File: src/sv/assert_macros.svh
// Assertion helpers shared by the RTL.
`ifndef ASSERT_MACROS_SVH
`define ASSERT_MACROS_SVH

`ifndef SYNTHESIS

// Check a property on every rising edge, quiet while reset is high.
`define ASSERT_CLK(label, clk, rst, prop) \
  label: assert property (@(posedge clk) disable iff (rst) (prop)) \
    else $error("assertion failed");

// Check a property on every rising edge, reset included.
`define ASSERT_CLK_ALWAYS(label, clk, prop) \
  label: assert property (@(posedge clk) (prop)) \
    else $error("assertion failed");

`else

`define ASSERT_CLK(label, clk, rst, prop)
`define ASSERT_CLK_ALWAYS(label, clk, prop)

`endif

`endif

File: src/sv/psif_pkg.sv
`timescale 1ns / 1ps

package psif_pkg;

  localparam int PdgW      = 31;
  localparam int StatusW   = 9;
  localparam int PtW       = 20;
  localparam int ApbAddrW  = 3;
  localparam int ApbDataW  = 32;

  // Only decimal digits 0..3 are needed; magnitudes under 10^7 fit in 24 bits.
  localparam int BcdDigits = 4;
  localparam int BcdW      = 4 * BcdDigits;
  localparam int BinW      = 24;
  localparam int StepBits  = 8;

  localparam logic [PtW-1:0] PT_MIN_RESET = 20'd32;

  localparam logic [PdgW-1:0] SUSY_LOW     = 31'd1000001;
  localparam logic [PdgW-1:0] SUSY_HIGH    = 31'd1000039;
  localparam logic [PdgW-1:0] BOTTOM_LIMIT = 31'd10000000;
  localparam logic [PdgW-1:0] TAU_CODE     = 31'd15;
  localparam logic [PdgW-1:0] W_CODE       = 31'd24;
  localparam logic [PdgW-1:0] BOSON_TOP    = 31'd43;

  // Register indexes, taken from paddr[2]
  localparam logic REG_PT_MIN     = 1'b0;
  localparam logic REG_REQ_NOT_PU = 1'b1;

  typedef struct packed {
    logic [PtW-1:0] pt_min;
    logic           require_not_pileup;
  } cfg_t;

  typedef logic [BcdW-1:0] bcd_t;

  typedef struct packed {
    logic pass;
    logic exempt;
    logic pt_low;
    logic drop_pu;
    logic bh_range;
  } flags_t;

endpackage

File: src/sv/psif_apb_regs.sv
`timescale 1ns / 1ps

module psif_apb_regs
  import psif_pkg::*;
(
  input  logic                clk,
  input  logic                rst,
  input  logic                psel,
  input  logic                penable,
  input  logic                pwrite,
  input  logic [ApbAddrW-1:0] paddr,
  input  logic [ApbDataW-1:0] pwdata,
  output logic [ApbDataW-1:0] prdata,
  output logic                pready,
  output cfg_t                cfg
);

  logic wr_en;

  assign pready = 1'b1;
  assign wr_en  = psel && penable && pwrite && pready;

  always_ff @(posedge clk) begin
    if (rst) begin
      cfg.pt_min             <= PT_MIN_RESET;
      cfg.require_not_pileup <= 1'b0;
    end else if (wr_en) begin
      unique case (paddr[2])
        REG_PT_MIN:     cfg.pt_min             <= pwdata[PtW-1:0];
        REG_REQ_NOT_PU: cfg.require_not_pileup <= pwdata[0];
        default:        ;
      endcase
    end
  end

  always_comb begin
    unique case (paddr[2])
      REG_PT_MIN:     prdata = {{(ApbDataW-PtW){1'b0}}, cfg.pt_min};
      REG_REQ_NOT_PU: prdata = {{(ApbDataW-1){1'b0}}, cfg.require_not_pileup};
      default:        prdata = '0;
    endcase
  end

endmodule

File: src/sv/psif_bcd_stage.sv
`timescale 1ns / 1ps

// Eight shift-and-add-3 steps of a binary to BCD conversion. Low digits never
// depend on higher ones, so only the kept digits are carried.
module psif_bcd_stage
  import psif_pkg::*;
(
  input  bcd_t                bcd_in,
  input  logic [StepBits-1:0] bits,
  output bcd_t                bcd_out
);

  always_comb begin
    bcd_t b;
    b = bcd_in;
    for (int s = 0; s < StepBits; s++) begin
      for (int d = 0; d < BcdDigits; d++) begin
        if (b[4*d +: 4] >= 4'd5) begin
          b[4*d +: 4] = b[4*d +: 4] + 4'd3;
        end
      end
      b = {b[BcdW-2:0], bits[StepBits-1-s]};
    end
    bcd_out = b;
  end

endmodule

File: src/sv/particle_status_id_filter.sv
`timescale 1ns / 1ps
// An item goes from its accepting edge to result_valid through the input
// register, magnitude stage, three decimal-digit stages and result register.
// Throughput: one item per cycle; each stage holds only while the stage after
// it is full and stalled. Reset clears all stage valid bits, sets pt_min to 32
// and require_not_pileup to 0.
`include "assert_macros.svh"

module particle_status_id_filter
  import psif_pkg::*;
(
  input  logic                      clk,
  input  logic                      rst,
  input  logic                      psel,
  input  logic                      penable,
  input  logic                      pwrite,
  input  logic [ApbAddrW-1:0]       paddr,
  input  logic [ApbDataW-1:0]       pwdata,
  output logic [ApbDataW-1:0]       prdata,
  output logic                      pready,
  input  logic                      item_valid,
  output logic                      item_ready,
  input  logic signed [PdgW-1:0]    pdg_code,
  input  logic signed [StatusW-1:0] status,
  input  logic [PtW-1:0]            pt,
  input  logic                      is_pileup,
  input  logic                      has_mother,
  input  logic signed [PdgW-1:0]    mother_pid,
  output logic                      result_valid,
  input  logic                      result_ready,
  output logic                      keep
);

  localparam int NStages = 6;

  cfg_t cfg;

  psif_apb_regs u_regs (
    .clk     (clk),
    .rst     (rst),
    .psel    (psel),
    .penable (penable),
    .pwrite  (pwrite),
    .paddr   (paddr),
    .pwdata  (pwdata),
    .prdata  (prdata),
    .pready  (pready),
    .cfg     (cfg)
  );

  function automatic logic [PdgW-1:0] mag31(input logic [PdgW-1:0] x);
    return x[PdgW-1] ? (~x + PdgW'(1)) : x;
  endfunction

  logic [NStages-1:0] v;
  logic [NStages-1:0] adv;

  // stage 0: raw fields
  logic [PdgW-1:0]           s0_pdg;
  logic signed [StatusW-1:0] s0_st;
  logic [PtW-1:0]            s0_pt;
  logic                      s0_pu;
  logic                      s0_hm;
  logic [PdgW-1:0]           s0_mpid;

  // stage 1: magnitudes
  logic [PdgW-1:0]           s1_m;
  logic [PdgW-1:0]           s1_mm;
  logic signed [StatusW-1:0] s1_st;
  logic [PtW-1:0]            s1_pt;
  logic                      s1_pu;
  logic                      s1_hm;

  // stages 2..4: flags and digits in progress
  flags_t                    s2_fl, s3_fl, s4_fl;
  logic [BinW-StepBits-1:0]  s2_bits;
  logic [StepBits-1:0]       s3_bits;
  bcd_t                      s2_bcd, s3_bcd, s4_bcd;
  bcd_t                      bcd1, bcd2, bcd3;

  flags_t                    fl_next;
  logic                      tau_d, w_d;
  logic                      b_had;
  logic                      keep_next;

  // stage i advances when empty or when stage i+1 advances
  always_comb begin
    adv[NStages-1] = !v[NStages-1] || result_ready;
    for (int i = NStages - 2; i >= 0; i--) begin
      adv[i] = !v[i] || adv[i+1];
    end
  end

  assign item_ready   = adv[0];
  assign result_valid = v[NStages-1];

  always_ff @(posedge clk) begin
    if (rst) begin
      v <= '0;
    end else begin
      if (adv[0]) begin
        v[0] <= item_valid;
      end
      for (int i = 1; i < NStages; i++) begin
        if (adv[i]) begin
          v[i] <= v[i-1];
        end
      end
    end
  end

  // particle classification on magnitudes
  always_comb begin
    w_d   = s1_hm && (s1_mm == W_CODE);
    tau_d = s1_hm && (s1_mm == TAU_CODE) &&
            !((s1_m == TAU_CODE) || (s1_m < 31'd11) ||
              ((s1_m > 31'd22) && (s1_m < 31'd100)) || (s1_m > 31'd1000));
    fl_next.pass = ((s1_m >= SUSY_LOW) && (s1_m <= SUSY_HIGH)) ||
                   (s1_st == 9'sd3) ||
                   ((s1_st > 9'sd20) && (s1_st < 9'sd30)) ||
                   ((s1_m > 31'd10) && (s1_m < 31'd17)) ||
                   ((s1_m >= 31'd4) && (s1_m <= 31'd6)) ||
                   ((s1_m > 31'd22) && (s1_m < BOSON_TOP)) ||
                   ((s1_m == 31'd22) && (s1_st == 9'sd1)) ||
                   tau_d || w_d;
    fl_next.exempt   = (s1_m == 31'd5) || tau_d || w_d;
    fl_next.pt_low   = s1_pt < cfg.pt_min;
    fl_next.drop_pu  = cfg.require_not_pileup && s1_pu;
    fl_next.bh_range = (s1_m < BOTTOM_LIMIT) && (s1_m > 31'd100);
  end

  psif_bcd_stage u_bcd1 (
    .bcd_in  ('0),
    .bits    (s1_m[BinW-1 -: StepBits]),
    .bcd_out (bcd1)
  );

  psif_bcd_stage u_bcd2 (
    .bcd_in  (s2_bcd),
    .bits    (s2_bits[BinW-StepBits-1 -: StepBits]),
    .bcd_out (bcd2)
  );

  psif_bcd_stage u_bcd3 (
    .bcd_in  (s3_bcd),
    .bits    (s3_bits),
    .bcd_out (bcd3)
  );

  // bottom hadron: a digit of 5 among digits 1..3, fundamental codes excluded
  always_comb begin
    logic [3:0] d0, d1, d2, d3;
    logic       fundamental;
    d0 = s4_bcd[3:0];
    d1 = s4_bcd[7:4];
    d2 = s4_bcd[11:8];
    d3 = s4_bcd[15:12];
    fundamental = (d2 == 4'd0) && (d3 == 4'd0) && ((d1 != 4'd0) || (d0 != 4'd0));
    b_had = s4_fl.bh_range && !fundamental &&
            ((d1 == 4'd5) || (d2 == 4'd5) || (d3 == 4'd5));
    keep_next = (s4_fl.pass || b_had) &&
                !(s4_fl.pt_low && !(s4_fl.exempt || b_had)) &&
                !s4_fl.drop_pu;
  end

  always_ff @(posedge clk) begin
    if (adv[0]) begin
      s0_pdg  <= pdg_code;
      s0_st   <= status;
      s0_pt   <= pt;
      s0_pu   <= is_pileup;
      s0_hm   <= has_mother;
      s0_mpid <= mother_pid;
    end
    if (adv[1]) begin
      s1_m  <= mag31(s0_pdg);
      s1_mm <= mag31(s0_mpid);
      s1_st <= s0_st;
      s1_pt <= s0_pt;
      s1_pu <= s0_pu;
      s1_hm <= s0_hm;
    end
    if (adv[2]) begin
      s2_fl   <= fl_next;
      s2_bcd  <= bcd1;
      s2_bits <= s1_m[BinW-StepBits-1:0];
    end
    if (adv[3]) begin
      s3_fl   <= s2_fl;
      s3_bcd  <= bcd2;
      s3_bits <= s2_bits[StepBits-1:0];
    end
    if (adv[4]) begin
      s4_fl  <= s3_fl;
      s4_bcd <= bcd3;
    end
    if (adv[5]) begin
      keep <= keep_next;
    end
  end

  `ASSERT_CLK(a_ready_when_empty, clk, rst, (v == '0) |-> item_ready)
  `ASSERT_CLK(a_result_from_last_stage, clk, rst,
              $rose(result_valid) |-> $past(v[NStages-2]))
  `ASSERT_CLK(a_last_stage_moves, clk, rst,
              (v[NStages-2] && adv[NStages-1]) |=> result_valid)
  `ASSERT_CLK(a_digits_decimal, clk, rst,
              v[4] |-> ((s4_bcd[3:0] <= 4'd9) && (s4_bcd[7:4] <= 4'd9) &&
                        (s4_bcd[11:8] <= 4'd9) && (s4_bcd[15:12] <= 4'd9)))
  `ASSERT_CLK_ALWAYS(a_apb_ready, clk, pready)

endmodule
File: config.mk
export PLATFORM = sky130hd
export DESIGN_NAME = particle_status_id_filter
export DESIGN_NICKNAME = d
export VERILOG_FILES = /design/src/sv/psif_pkg.sv /design/src/sv/psif_apb_regs.sv /design/src/sv/psif_bcd_stage.sv /design/src/sv/particle_status_id_filter.sv
export VERILOG_INCLUDE_DIRS = /design/src /design/src/sv
export SDC_FILE = /design/constraint.sdc
export NUM_CORES = 1
export LEC_CHECK = 0
export CAP_MARGIN = 15
export CORE_UTILIZATION = 40
export CTS_CLUSTER_DIAMETER = 60
export DETAILED_ROUTE_END_ITERATION = 12
export DONT_BUFFER_PORTS = 1
export PLACE_DENSITY_LB_ADDON = 0.3
export SYNTH_ARGS = -nofsm -noshare
export SYNTH_HDL_FRONTEND = slang
export SYNTH_SLANG_ARGS = --single-unit
File: constraint.sdc
create_clock -name clk -period 7.85 [get_ports clk]
set_clock_uncertainty 0.05 [all_clocks]
set_input_delay 0.3925 -clock clk [delete_from_list [all_inputs] [get_ports clk]]
set_output_delay 0.3925 -clock clk [all_outputs]
set_load 0.03 [all_outputs]
[After elaboration in Yosys (flattened, before gate mapping)]
Index checks and enable logic that the tools add are counted.
Operators by class
  $add $sub $neg: 88
  magnitude comparators: 102
  eq/ne operators: 10
  muxes and demuxes: 89
  bitwise gates (word level): 3
  reduce and logical (&&, ||, !) cells: 62
Operators by type and width (count)
  4-bit by 3-bit >= comparator with 1-bit output (second input constant): 82
  4-bit 2-to-1 mux: 66
  4-bit by 2-bit adder with 4-bit output (second input constant): 63
  32-bit case mux with 2 select lines: 1
  31-bit by 1-bit adder with 31-bit output (second input constant): 2
  31-bit by 4-bit == test with 1-bit output (second input constant): 2
  31-bit by 5-bit == test with 1-bit output (second input constant): 2
  31-bit NOT: 2
  3-bit 2-to-1 mux: 20
  30-bit 2-to-1 mux: 2
  3-bit by 2-bit adder with 3-bit output (second input constant): 19
  31-bit by 3-bit == test with 1-bit output (second input constant): 1
  31-bit by 20-bit >= comparator with 1-bit output (second input constant): 1
  31-bit by 3-bit >= comparator with 1-bit output (second input constant): 1
  31-bit by 10-bit greater-than comparator with 1-bit output (second input constant): 1
  31-bit by 4-bit greater-than comparator with 1-bit output (second input constant): 1
  31-bit by 5-bit greater-than comparator with 1-bit output (second input constant): 1
  31-bit by 7-bit greater-than comparator with 1-bit output (second input constant): 1
  31-bit by 20-bit <= comparator with 1-bit output (second input constant): 1
  31-bit by 3-bit <= comparator with 1-bit output (second input constant): 1
  31-bit by 24-bit less-than comparator with 1-bit output (second input constant): 1
  31-bit by 4-bit less-than comparator with 1-bit output (second input constant): 1
  31-bit by 5-bit less-than comparator with 1-bit output (second input constant): 1
  31-bit by 6-bit less-than comparator with 1-bit output (second input constant): 1
  16 further kinds: 80
Word-level totals
  bits in registers: 301
  output and inout bits: 36
  word-level logic and storage cells: 397

[Logic depth before layout (Yosys ltp)]
Gate-level depths: netlist of the first run.
  depth in word-level cells: 16
  gate-level depth with buffers: 36
  mapped depth without buffers: 36

[Hierarchy]
A second synthesis of the first run with hierarchy kept.
Second synthesis, totals
  cells, all modules: 2826
  area, all modules: 25615.8 µm²
By module, submodules not included
  psif_bcd_stage: times used 3, cells each 681, area each 4520.6 µm², sequential area each 0.0 µm²
  particle_status_id_filter: times used 1, cells each 654, area each 10837.9 µm², sequential area each 8348.0 µm²
  psif_apb_regs: times used 1, cells each 129, area each 1216.2 µm², sequential area each 420.4 µm²

[Least setup slack after synthesis of the first run]
No wires, ideal clock.
  kind: reg-to-reg
  start: register s3_bcd[0]
  end: register s4_bcd[14], data pin
  arrival: 6705 ps
  setup slack: 833 ps
  cell stages (with the launch flop): 34
  clock period less this slack: 7017 ps
  cell sequence: edfxtp_1 -> inv_1 -> ha_1 -> nor2b_4 -> or3_4 -> and2_1 -> buf_6 -> inv_1 -> ha_1 -> o211a_1 -> nor3_1 -> ha_1 -> a21oi_1 -> a311o_1 -> o211ai_1 -> inv_1 -> ha_1 -> or3_1 -> a311o_1 -> and2_1 -> inv_1 -> ha_1 -> o211a_1 -> o32a_1 -> nand3_1 -> xnor2_2 -> a21oi_1 -> or2_1 -> xnor2_2 -> inv_1 -> ha_1 -> nor2b_1 -> o211a_1 -> mux2_1
On the way
  cells in the longest elaborated chain, start to end: 16
RTL lines
  start: declaration: RTL line particle_status_id_filter.sv:78  | bcd_t s2_bcd, s3_bcd, s4_bcd;
  start signal: assignment: RTL line particle_status_id_filter.sv:190  | s3_bcd <= bcd2;
  4-bit by 2-bit adder with 4-bit output / 4-bit by 3-bit >= comparator with 1-bit output (equally long branches): RTL line psif_bcd_stage.sv:19, psif_bcd_stage.sv:18
  4-bit 2-to-1 mux (*): RTL line psif_bcd_stage.sv:18  | if (b[4*d +: 4] >= 4'd5) begin
  4-bit by 2-bit adder with 4-bit output / 4-bit by 3-bit >= comparator with 1-bit output (equally long branches): RTL line psif_bcd_stage.sv:19, psif_bcd_stage.sv:18
  4-bit 2-to-1 mux: RTL line psif_bcd_stage.sv:18
  4-bit by 2-bit adder with 4-bit output / 4-bit by 3-bit >= comparator with 1-bit output (equally long branches): RTL line psif_bcd_stage.sv:19, psif_bcd_stage.sv:18
  4-bit 2-to-1 mux: RTL line psif_bcd_stage.sv:18
  4-bit by 2-bit adder with 4-bit output (tied with other cells): RTL line psif_bcd_stage.sv:19  | b[4*d +: 4] = b[4*d +: 4] + 4'd3;
  4-bit 2-to-1 mux / 3-bit 2-to-1 mux (equally long branches): RTL line psif_bcd_stage.sv:18
  4-bit by 2-bit adder with 4-bit output (tied with other cells): RTL line psif_bcd_stage.sv:19
  4-bit 2-to-1 mux / 3-bit 2-to-1 mux (equally long branches): RTL line psif_bcd_stage.sv:18
  4-bit by 2-bit adder with 4-bit output (tied with other cells): RTL line psif_bcd_stage.sv:19
  4-bit 2-to-1 mux / 3-bit 2-to-1 mux (equally long branches): RTL line psif_bcd_stage.sv:18
  4-bit by 2-bit adder with 4-bit output (tied with other cells): RTL line psif_bcd_stage.sv:19
  4-bit 2-to-1 mux / 3-bit 2-to-1 mux (equally long branches): RTL line psif_bcd_stage.sv:18
  4-bit by 3-bit >= comparator with 1-bit output / 3-bit by 2-bit adder with 3-bit output (equally long branches): RTL line psif_bcd_stage.sv:18, psif_bcd_stage.sv:19
  3-bit 2-to-1 mux (*): RTL line psif_bcd_stage.sv:18
  net bcd3[14]: RTL line particle_status_id_filter.sv:79  | bcd_t bcd1, bcd2, bcd3;
  end signal: assignment: RTL line particle_status_id_filter.sv:195  | s4_bcd <= bcd3;
  end: declaration: RTL line particle_status_id_filter.sv:78
The timed path passes the listed nets; every way through them passes the cells marked *.
A chain may end at the register's enable or synchronous reset.

[Worst setup path after layout of the first run]
Same ends and word-level chain as after synthesis.

==> out/results.tsv, run 1 <==
stage	metric	value	unit
status	status	completed	
sta	post-route setup slack	0.428	ns
clock_network	Clock Path Buffers	3	
synth	Yosys cell types	126	
die	chip height	227	um
critical_path	beginning of the critical path	s3_bcd[0]	
critical_path	crit path capture type	flop	
critical_path	slack of the worst reg-to-reg path	0.43	ns
critical_path	CP Class	reg -> reg	
critical_path	CP arrival	7.64	ns
critical_path	Crit-path slowest cell	edfxtp_1	
synth	Post-synth EDFFs	268	
sta	Final setup violation count	0	
sta	Final Cycle Share	94.5	%
sta	TNS Setup	0	ns
global_route	initial antenna violation count	0	
route	DRT Wirelength	41200	um
synth	fraction of registers with async set/reset	0	%
synth	ys flop type	edfxtp_1	
finish	Layout Nets	2370	
route	Via density	5.50	
synth	Post-Syn Area	20200	um2
synth	simple-gate share of the synthesized area	16.3	%
synth	post-synthesis sequential area ratio	42.6	%
job	max_cap viols	0	
clock_network	CTS sink cnt	295	
global_route	vias in the first global route	15000	
synth	#FFs+latches synth	295	
placement	detailed placement HPWL	29400	um
synth	Compound-Gate Fraction of Synth Area	21.9	%
route	WL per Instance	14.5	um
sta	Pins Over Slew Limit	0	
die	Row Count	81	
finish	Area growth syn-to-layout	15.5	%
clock_network	CTS buffer count	35	
route	drt drc	0	
critical_path	Startpoint Class	flop	
sta	final hold viol count	0	
synth	post-synthesis adder-cell area fraction	5.41	%
global_route	first-pass GRT wire length	68900	um
critical_path	Crit path largest cell delay	0.47	ns
clock_network	H-tree levels	2	
route	First-pass DRT Iterations	7	
critical_path	CP Data Required Time	8.07	ns
clock_network	CTS Root Cell	clkbuf_16	
critical_path	Crit Path Max Fanout	7	
global_route	GR Util All Layers	15.9	%
critical_path	CP most frequent cell	ha_1	
global_route	global route overflow	0	
global_route	largest net degree at the start of global routing	87	
finish	most common cell after layout, fill and taps aside	edfxtp_1	
critical_path	Reg2Reg Launch Point	s3_bcd[0]	
sta	max_slew headroom	24.7	%
die	initial core utilization	40.9	%
sta	fmax	0.135	GHz
clock_network	Reg clk slew, reported paths	0.06	ns
finish	share of cells above drive strength 1	10.2	%
worst_hold_path	Hold Crit Class	in -> reg	
placement	IO Port Bufs	0	
die	Die Span X	227	um
synth	post-synthesis mux area share	4.24	%
placement	worst slack at placement	0.183	ns
clock_network	CTS tree	done	
placement	placer congestion estimate	0.881	
die	core footprint	49400	um2
route	ANT nets after route	0	
finish	most frequent cells in the layout	edfxtp_1 (268), nand2_1 (195), nor2_1 (149)	
worst_hold_path	hold_sp	result_ready	
die	IO Count	171	
clock_network	Skew-Pair Late Insertion Delay	0.54	ns
synth	synth warn	0	
sta	crit path time final	7.42	ns
route	DRT iter0 DRCs	1056	
route	DR vias	15600	
synth	Post-Syn Instances	2046	
synth	post-synthesis xor/xnor area fraction	5.21	%
synth	synthesized area per cell	9.86	um2
sta	Worst-Margin Slew	1.13	ns
die	Die Footprint	51300	um2
synth	main combinational cell family by area after synthesis	compound AO/OA/AOI/OAI gates	
synthesized netlist by cell type (18+ instances only):
cell | n | area share [%]
a211oi_1 | 19 | 0.71
a21o_1 | 23 | 0.86
a21oi_1 | 117 | 2.9
and2_1 | 25 | 0.78
clkbuf_1 | 43 | 0.80
dfxtp_1 | 27 | 2.7
edfxtp_1 | 268 | 40
ha_1 | 84 | 5.2
inv_1 | 118 | 2.2
mux2i_1 | 48 | 2.4
nand2_1 | 196 | 3.6
nand2b_1 | 33 | 1.0
nand3_1 | 63 | 1.6
nor2_1 | 150 | 2.8
nor2b_1 | 19 | 0.59
nor3_1 | 43 | 1.1
nor4_1 | 20 | 0.62
o211ai_1 | 27 | 1.0
o21a_1 | 20 | 0.74
o21ai_0 | 120 | 3.0
o22ai_1 | 18 | 0.56
o31ai_1 | 28 | 1.0
or3_1 | 27 | 0.84
xnor2_1 | 84 | 3.6
metrics by stage:
| stage | cells | util, % | hold WS [ns] | instance area (um2) |
|---|---|---|---|---|
| floorplan | 2057 | - | 0.350 | 20200 |
| finish | 2842 | 47.2 | 0.0733 | 23300 |
| detailed placement | 2653 | 42.1 | 0.355 | 20800 |
| CTS | 2831 | 46.8 | 0.0391 | 23100 |
| global placement | 2653 | 42.1 | 0.350 | 20800 |
| global route | 2841 | 47.2 | 0.0701 | 23300 |
flip-flops by register name, summed over array words and instances (netlist names):
register and cells:
s4_fl 5, s3_bits 8, v 6, s1_st 9, s0_hm 1, s1_hm 1
s1_mm 31, u_regs.cfg 21, s1_m 31, s2_bits 16, s3_bcd 16, s0_st 9
s1_pu 1, s2_bcd 10, s3_fl 5, s0_mpid 31, keep 1, s0_pu 1
s1_pt 20, s0_pt 20, s4_bcd 16, s0_pdg 31, s2_fl 5
layer usage:
metal,wire length [um],vias up,global-route usage [%]
li1,-,7930,-
met1,18500,7332,20.2
met2,20100,306,27.4
met3,1590,72,2.71
met4,964,0,4.84
met5,0,-,0
final timing paths:
kind	to	cells after the start
max	s4_bcd[14]	32
max reg2reg	s4_bcd[14]	32
min	v[5]	3
min reg2reg	s1_pt[17]	0
cell families (layout without fill, tap and decap cells):
group                    count (synthesis)  in the layout
multiplexers                            75             75
adder cells (fa/ha/maj)                 88             88
other                                    2             14
XOR/XNOR                               106            106
buffers and inverters                  210            330
AO/OA/AOI/OAI                          606            606
flip-flops                             295            295
AND/OR/NAND/NOR                        664            664
critical path, delay by kind of cell (launching register included):
| kind | cells | cell delay [ns] |
|---|---|---|
| compound gates | 10 | 2.50 |
| xor+xnor | 1 | 0.20 |
| fa+ha+maj | 6 | 1.31 |
| buf+inv | 7 | 0.65 |
| flops | 1 | 0.47 |
| mux | 1 | 0.33 |
| simple gates | 7 | 1.66 |
cell type report:
| cell class | instances | area (um2) |
|---|---|---|
| Inverter | 130 | 493 |
| Fill cell | 4452 | 26100 |
| Timing Repair Buffer | 137 | 1340 |
| Clock buffer | 39 | 912 |
| Clock inverter | 24 | 293 |
| Tap cell | 664 | 831 |
| Antenna cell | 1 | 2.50 |
| Sequential cell | 295 | 8590 |
| Multi-Input combinational cell | 1552 | 10800 |
timing repair:
item / 4_1_cts / 5_1_grt
setup buffers: 0 / 9
hold buffers: 115 / 0
resized for setup: 0 / 20
setup endpoints to repair: 0 / 18
hold endpoints to repair: 120 / 0
Power of run 1 is not shown: default switching activity piles up to over one toggle a cycle in this logic, so the estimate is an artifact.
==> run 2, diff against run 1 <==
--- a/config.mk
+++ b/config.mk
@@ -12,6 +12,8 @@
 export DETAILED_ROUTE_END_ITERATION = 12
 export DONT_BUFFER_PORTS = 1
 export PLACE_DENSITY_LB_ADDON = 0.3
+export RECOVER_POWER = 50
+export REMOVE_ABC_BUFFERS = 1
 export SYNTH_ARGS = -nofsm -noshare
 export SYNTH_HDL_FRONTEND = slang
 export SYNTH_SLANG_ARGS = --single-unit
==> run 2 against run 1 <==
Net effect:
- the flow now finishes with violations (max-capacitance violations, max-slew violations)
- sequential cell count unchanged
- register-to-register slack better by 0.05 ns
- critical path type unchanged
- utilization is 0.17 points lower
- die area is the same
- critical path depth is the same
- routed wire length rose by 1.2%
- non-clock buffer count up 2
- first-iteration DRC count up 30%
==> out/results.tsv, run 2 (synthesis results as in run 1) <==
stage	metric	value	unit	change
clock_network	Clock Path Buffers	3		unchanged
global_route	first-pass GRT wire length	69500	um	was 68,900 um
die	core footprint	49400	um2	unchanged
placement	detailed placement HPWL	29500	um	was 29,400 um
placement	IO Port Bufs	0		unchanged
sta	crit path time final	7.38	ns	was 7.42 ns
worst_hold_path	Hold Crit Class	in -> reg		unchanged
sta	fmax	0.136	GHz	was 0.135 GHz
finish	diodes inserted	0		was 1
finish	design area	23200	um2	was 23,300 um2
sta	TNS Setup	0	ns	unchanged
critical_path	crit path capture type	flop		unchanged
critical_path	CP Class	reg -> reg		unchanged
sta	Pins Over Slew Limit	32		was 0
route	DRT iter0 DRCs	1371		was 1,056
clock_network	CTS Root Cell	clkbuf_16		unchanged
critical_path	Crit path largest cell delay	0.44	ns	was 0.47 ns
global_route	global route overflow	0		unchanged
route	WL per Instance	14.7	um	was 14.5 um
route	DR vias	16000		was 15,600
route	drt drc	0		unchanged
clock_network	Skew-Pair Late Insertion Delay	0.53	ns	was 0.54 ns
finish	most frequent cells in the layout	edfxtp_1 (268), nand2_1 (196), nor2_1 (149)		was edfxtp_1 (268), nand2_1 (195), nor2_1 (149)
clock_network	CTS tree	done		unchanged
global_route	GR Util All Layers	15.9	%	about the same
worst_hold_path	hold_sp	result_ready		unchanged
global_route	largest net degree at the start of global routing	86		was 87
job	max_cap viols	1		was 0
die	initial core utilization	40.9	%	unchanged
die	Row Count	81		unchanged
critical_path	Crit-path slowest cell	edfxtp_1		unchanged
clock_network	H-tree levels	2		unchanged
placement	placer congestion estimate	0.854		was 0.881
critical_path	Startpoint Class	flop		unchanged
placement	Post-DP Area	20800	um2	about the same
finish	Area growth syn-to-layout	15.1	%	was 15.5%
critical_path	slack of the worst reg-to-reg path	0.47	ns	was 0.43 ns
status	status	finished with violations		was completed
route	Via density	5.62		was 5.50
sta	max_slew headroom	-12.3	%	was 24.7%
sta	final hold viol count	0		unchanged
global_route	vias in the first global route	15300		was 15,000
clock_network	CTS sink cnt	295		unchanged
critical_path	CP most frequent cell	ha_1		unchanged
sta	final hold slack	0.0554	ns	was 0.0733 ns
die	chip height	227	um	unchanged
finish	most common cell after layout, fill and taps aside	edfxtp_1		unchanged
finish	share of cells above drive strength 1	9.89	%	was 10.2%
worst_hold_path	Min-Delay Endpoint	v[5]		unchanged
finish	Layout Nets	2371		was 2,370
die	IO Count	171		unchanged
finish	final-layout fill cell count	4430		was 4,452
clock_network	CTS buffer count	34		was 35
worst_hold_path	hold-critical path depth	3		unchanged
sta	Worst-Margin Slew	1.68	ns	was 1.13 ns
route	First-pass DRT Iterations	6		was 7
critical_path	CP Data Required Time	8.06	ns	was 8.07 ns
critical_path	Reg2Reg Launch Point	s3_bcd[1]		was s3_bcd[0]
critical_path	Crit Path Max Fanout	7		unchanged
sta	Final setup violation count	0		unchanged
critical_path	CP arrival	7.59	ns	was 7.64 ns
critical_path	R2R cell count	32		unchanged
die	Die Footprint	51300	um2	unchanged
sta	Final Cycle Share	94.0	%	was 94.5%
sta	RSZ-0062 raised after global routing	false		
global_route	initial antenna violation count	0		unchanged
status	violated checks	max-capacitance violations, max-slew violations		
route	ANT nets after route	0		unchanged
clock_network	Reg clk slew, reported paths	0.06	ns	about the same
die	Die Span X	227	um	unchanged
route	DRT Wirelength	41600	um	was 41,200 um
critical_path	RR Endpoint	s4_bcd[14]		unchanged
## run 2: how the worst max path moves through the flow
stage,slack (ns),depth (start not counted),to,from
after floorplan,0.81,32,s4_bcd[14],s3_bcd[0]
after detailed placement,0.21,32,s4_bcd[14],s3_bcd[5]
after CTS,0.16,32,s4_bcd[14],s3_bcd[5]
after global placement,0.43,32,s4_bcd[14],s3_bcd[0]
final,0.47,32,s4_bcd[14],s3_bcd[1]
after global routing,0.02,30,s3_bcd[14],s2_bcd[1]
## run 2: final cells by class
| type | count | area [um2] | share of cell area, % |
|---|---|---|---|
| Clock inverter | 24 | 294 | 1.27 |
| Clock buffer | 35 | 855 | 3.68 |
| Timing Repair Buffer | 139 | 1320 | 5.69 |
| Sequential cell | 295 | 8590 | 37.0 |
| Tap cell | 664 | 831 | 3.58 |
| Multi-Input combinational cell | 1552 | 10800 | 46.7 |
| Inverter | 130 | 493 | 2.12 |
## run 2: critical path, delay by kind of cell, from the launching register on
family	cells	cell delay (ns)
buffers and inverters	5	0.46
and+or+nand+nor	9	2.07
DFF	1	0.44
adders and majority gates	6	1.30
AOI/OAI and AO/OA	9	2.05
xor gates and xnor gates	2	0.42
muxes	1	0.31
## run 2: metrics by stage
| step | cells | setup slack (ns) | util (%) |
|---|---|---|---|
| 2_1_floorplan | 1977 | 0.814 | - |
| 3_3_place_gp | 2654 | 0.430 | 42.1 |
| 3_5_place_dp | 2654 | 0.215 | 42.1 |
| 4_1_cts | 2828 | 0.155 | 46.7 |
| 5_1_grt | 2839 | 0.0215 | 47.0 |
| 6_report | 2839 | 0.475 | 47.0 |
## run 2: repair_timing
item,CTS,global route
setup buffers,0,10
hold buffers,115,0
endpoints found under the hold margin,120,0
endpoints found under the setup margin,0,17
gates resized for setup,0,18
## run 2: routing by layer
layer	share of wire, %	track usage, %	vias up
met3	3.7	2.15	72
li1	-	-	7919
met4	2.2	4.36	0
met2	50	28.3	397
met5	0	0	-
met1	44	20.1	7570
Power of run 2 is left out for the same reason.
==> run 3, diff against run 2 <==
--- a/config.mk
+++ b/config.mk
@@ -16,4 +16,5 @@
 export REMOVE_ABC_BUFFERS = 1
 export SYNTH_ARGS = -nofsm -noshare
 export SYNTH_HDL_FRONTEND = slang
+export SYNTH_HIERARCHICAL = 1
 export SYNTH_SLANG_ARGS = --single-unit
==> run 3 against run 2 <==
Net effect:
- the flow still finishes with violations (max-capacitance violations, max-slew violations)
- via count rose by 39%
- register-to-register slack got worse by 0.12 ns
- critical path type unchanged
- area after synthesis rose by 27%
- routed wire length rose by 40%
- cell area rose by 26%
==> out/results.tsv, run 3 <==
stage	metric	value	unit	change
status	status	finished with violations		unchanged
status	violated checks	max-capacitance violations, max-slew violations		unchanged
finish	most common cell after layout, fill and taps aside	edfxtp_1		unchanged
finish	Area growth syn-to-layout	14.5	%	was 15.1%
global_route	initial antenna violation count	1		was 0
synth	fraction of registers with async set/reset	0	%	unchanged
clock_network	Reg clk slew, reported paths	0.06	ns	about the same
die	Die Span X	255	um	was 227 um
critical_path	crit path capture type	flop		unchanged
die	Row Count	92		was 81
critical_path	Reg2Reg Launch Point	s3_bcd[12]		was s3_bcd[1]
global_route	largest net degree at the start of global routing	88		was 86
worst_hold_path	Hold Crit Class	in -> reg		unchanged
route	WL per Instance	15.1	um	was 14.7 um
global_route	met1 Usage GRT	22.5	%	was 20.1%
global_route	global route overflow	0		unchanged
job	max_cap viols	1		unchanged
die	core footprint	63200	um2	was 49,400 um2
synth	post-synthesis sequential area ratio	34.2	%	was 42.6%
synth	share of the synthesized area in the top cell type	32.1	%	was 39.9%
sta	Final Cycle Share	95.5	%	was 94.0%
critical_path	CP Data Required Time	8.08	ns	was 8.06 ns
finish	final-layout fill cell count	5800		was 4,430
clock_network	CTS tree	done		unchanged
sta	final hold slack	0.0261	ns	was 0.0554 ns
critical_path	Crit Path Max Fanout	5		was 7
synth	Post-synth EDFFs	274		was 268
sta	crit path time final	7.50	ns	was 7.38 ns
placement	worst slack at placement	-0.0907	ns	was 0.215 ns
global_route	met2 Use GR	29.5	%	was 28.3%
clock_network	CTS buffer count	35		was 34
global_route	GR peak layer	met2		unchanged
placement	detailed placement HPWL	41600	um	was 29,500 um
finish	share of cells above drive strength 1	11.8	%	was 9.89%
route	DR vias	22100		was 16,000
global_route	first-pass GRT wire length	96000	um	was 69,500 um
die	Die Footprint	65100	um2	was 51,300 um2
critical_path	Crit path largest cell delay	0.43	ns	was 0.44 ns
clock_network	Clock Path Buffers	3		unchanged
route	drt drc	0		unchanged
synth	Post-Syn Instances	2826		was 2,046
finish	Layout Nets	3219		was 2,371
global_route	GR Util All Layers	17.1	%	was 15.9%
sta	Final setup violation count	0		unchanged
clock_network	H-tree levels	2		unchanged
critical_path	CP arrival	7.73	ns	was 7.59 ns
sta	final hold viol count	0		unchanged
sta	Worst-Margin Slew	1.66	ns	was 1.68 ns
global_route	M3 GR Usage	2.31	%	was 2.15%
route	DRT Wirelength	58200	um	was 41,600 um
synth	most common cell in the netlist	edfxtp_1		unchanged
clock_network	CTS Root Cell	clkbuf_16		unchanged
critical_path	CP Class	reg -> reg		unchanged
synth	#FFs+latches synth	301		was 295
synth	synthesized area per cell	9.06	um2	was 9.86 um2
synth	commonest cells in the netlist	edfxtp_1 (274), nor2_1 (209), nand2_1 (193), o21ai_0 (171), a21oi_1 (154)		was edfxtp_1 (268), nand2_1 (196), nor2_1 (150), o21ai_0 (120), inv_1 (118)
critical_path	beginning of the critical path	s3_bcd[12]		was s3_bcd[1]
finish	most frequent cells in the layout	edfxtp_1 (274), nor2_1 (202), nand2_1 (192)		was edfxtp_1 (268), nand2_1 (196), nor2_1 (149)
clock_network	CTS sink cnt	301		was 295
placement	placer congestion estimate	0.836		was 0.854
die	initial core utilization	40.5	%	was 40.9%
route	First-pass DRT Iterations	6		unchanged
critical_path	Startpoint Class	flop		unchanged
route	DRT iter0 DRCs	1455		was 1,371
critical_path	CP most frequent cell	ha_1		unchanged
critical_path	Crit-path slowest cell	edfxtp_1		unchanged
sta	TNS Setup	0	ns	unchanged
route	Via density	5.72		was 5.62
sta	fmax	0.133	GHz	was 0.136 GHz
clock_network	Skew-Pair Late Insertion Delay	0.54	ns	was 0.53 ns
sta	max_slew headroom	-10.6	%	was -12.3%
sta	post-route setup slack	0.354	ns	was 0.475 ns
worst_hold_path	hold_sp	rst		was result_ready
placement	IO Port Bufs	0		unchanged
sta	Pins Over Slew Limit	30		was 32
global_route	vias in the first global route	20500		was 15,300
synth	Post-Syn Area	25600	um2	was 20,200 um2
synth	largest area contributor in the netlist	edfxtp_1		unchanged
die	IO Count	171		unchanged
route	ANT nets after route	0		unchanged
synth	synth top area cells	edfxtp_1 (32%), ha_1 (4.5%), o21ai_0 (3.3%)		was edfxtp_1 (40%), ha_1 (5.2%), nand2_1 (3.6%)
synth	Yosys cell types	115		was 126
synth	ys flop type	edfxtp_1		unchanged
die	chip height	255	um	was 227 um
synth	synth warn	6		was 0
[run 3: routing by layer]
layer / part of all wire (%) / vias to the layer above
met1: 46 / 10400
met5: 0 / -
met3: 3.9 / 85
met4: 1.7 / 0
li1: - / 11100
met2: 49 / 472
[run 3: final timing paths]
check             endpoint  slack, ns  cells past startpoint
max             s4_bcd[14]       0.35                     38
min          u_regs/cfg[8]       0.03                      2
max reg2reg     s4_bcd[14]       0.35                     38
min reg2reg       s3_fl[2]       0.36                      0
[run 3: logic make-up after synthesis]
family                     count (synthesis)  share of synthesized area, %
and+or+nand+nor                         1014                          21.1
xor gates and xnor gates                  96                          3.37
buffers and inverters                    262                          4.69
AOI/OAI and AO/OA                        954                          27.7
adders and majority gates                105                          5.01
muxes                                     91                          3.87
other                                      3                        0.0440
DFF                                      301                          34.2
[run 3: cell type report]
cell class	instances	area, um2	area share (%)
clock inverter	24	325	1.11
tap	846	1060	3.61
timing repair buffer	174	1610	5.50
sequential	301	8770	29.9
inverter	132	495	1.69
antenna	2	5.00	0.0171
clock buffer	40	905	3.08
multi-input combinational	2347	16200	55.1
[run 3: metrics by stage]
step,util [%],area (um2),cells
floorplan,-,25200,2780
global placement,42.1,26600,3663
detailed placement,42.1,26600,3663
CTS,45.9,29000,3846
global route,46.4,29300,3865
finish,46.4,29300,3866
[run 3: timing repair]
| action | CTS | global route |
|---|---|---|
| endpoints found under the setup margin | 2 | 5 |
| resized for setup | 2 | 55 |
| hold buffers | 118 | 0 |
| pin swaps | 0 | 17 |
| hold endpoints to repair | 121 | 0 |
| buffers inserted | 1 | 16 |
[run 3: critical path: cells and delay by family, from the launching register on]
kind / cells / cell delay (ns)
AO/OA/AOI/OAI: 13 / 2.66
flip-flops: 1 / 0.43
multiplexers: 1 / 0.14
AND/OR/NAND/NOR: 12 / 2.22
buffers and inverters: 5 / 0.37
adder cells (fa/ha/maj): 7 / 1.39
Power of run 3 is left out for the same reason.
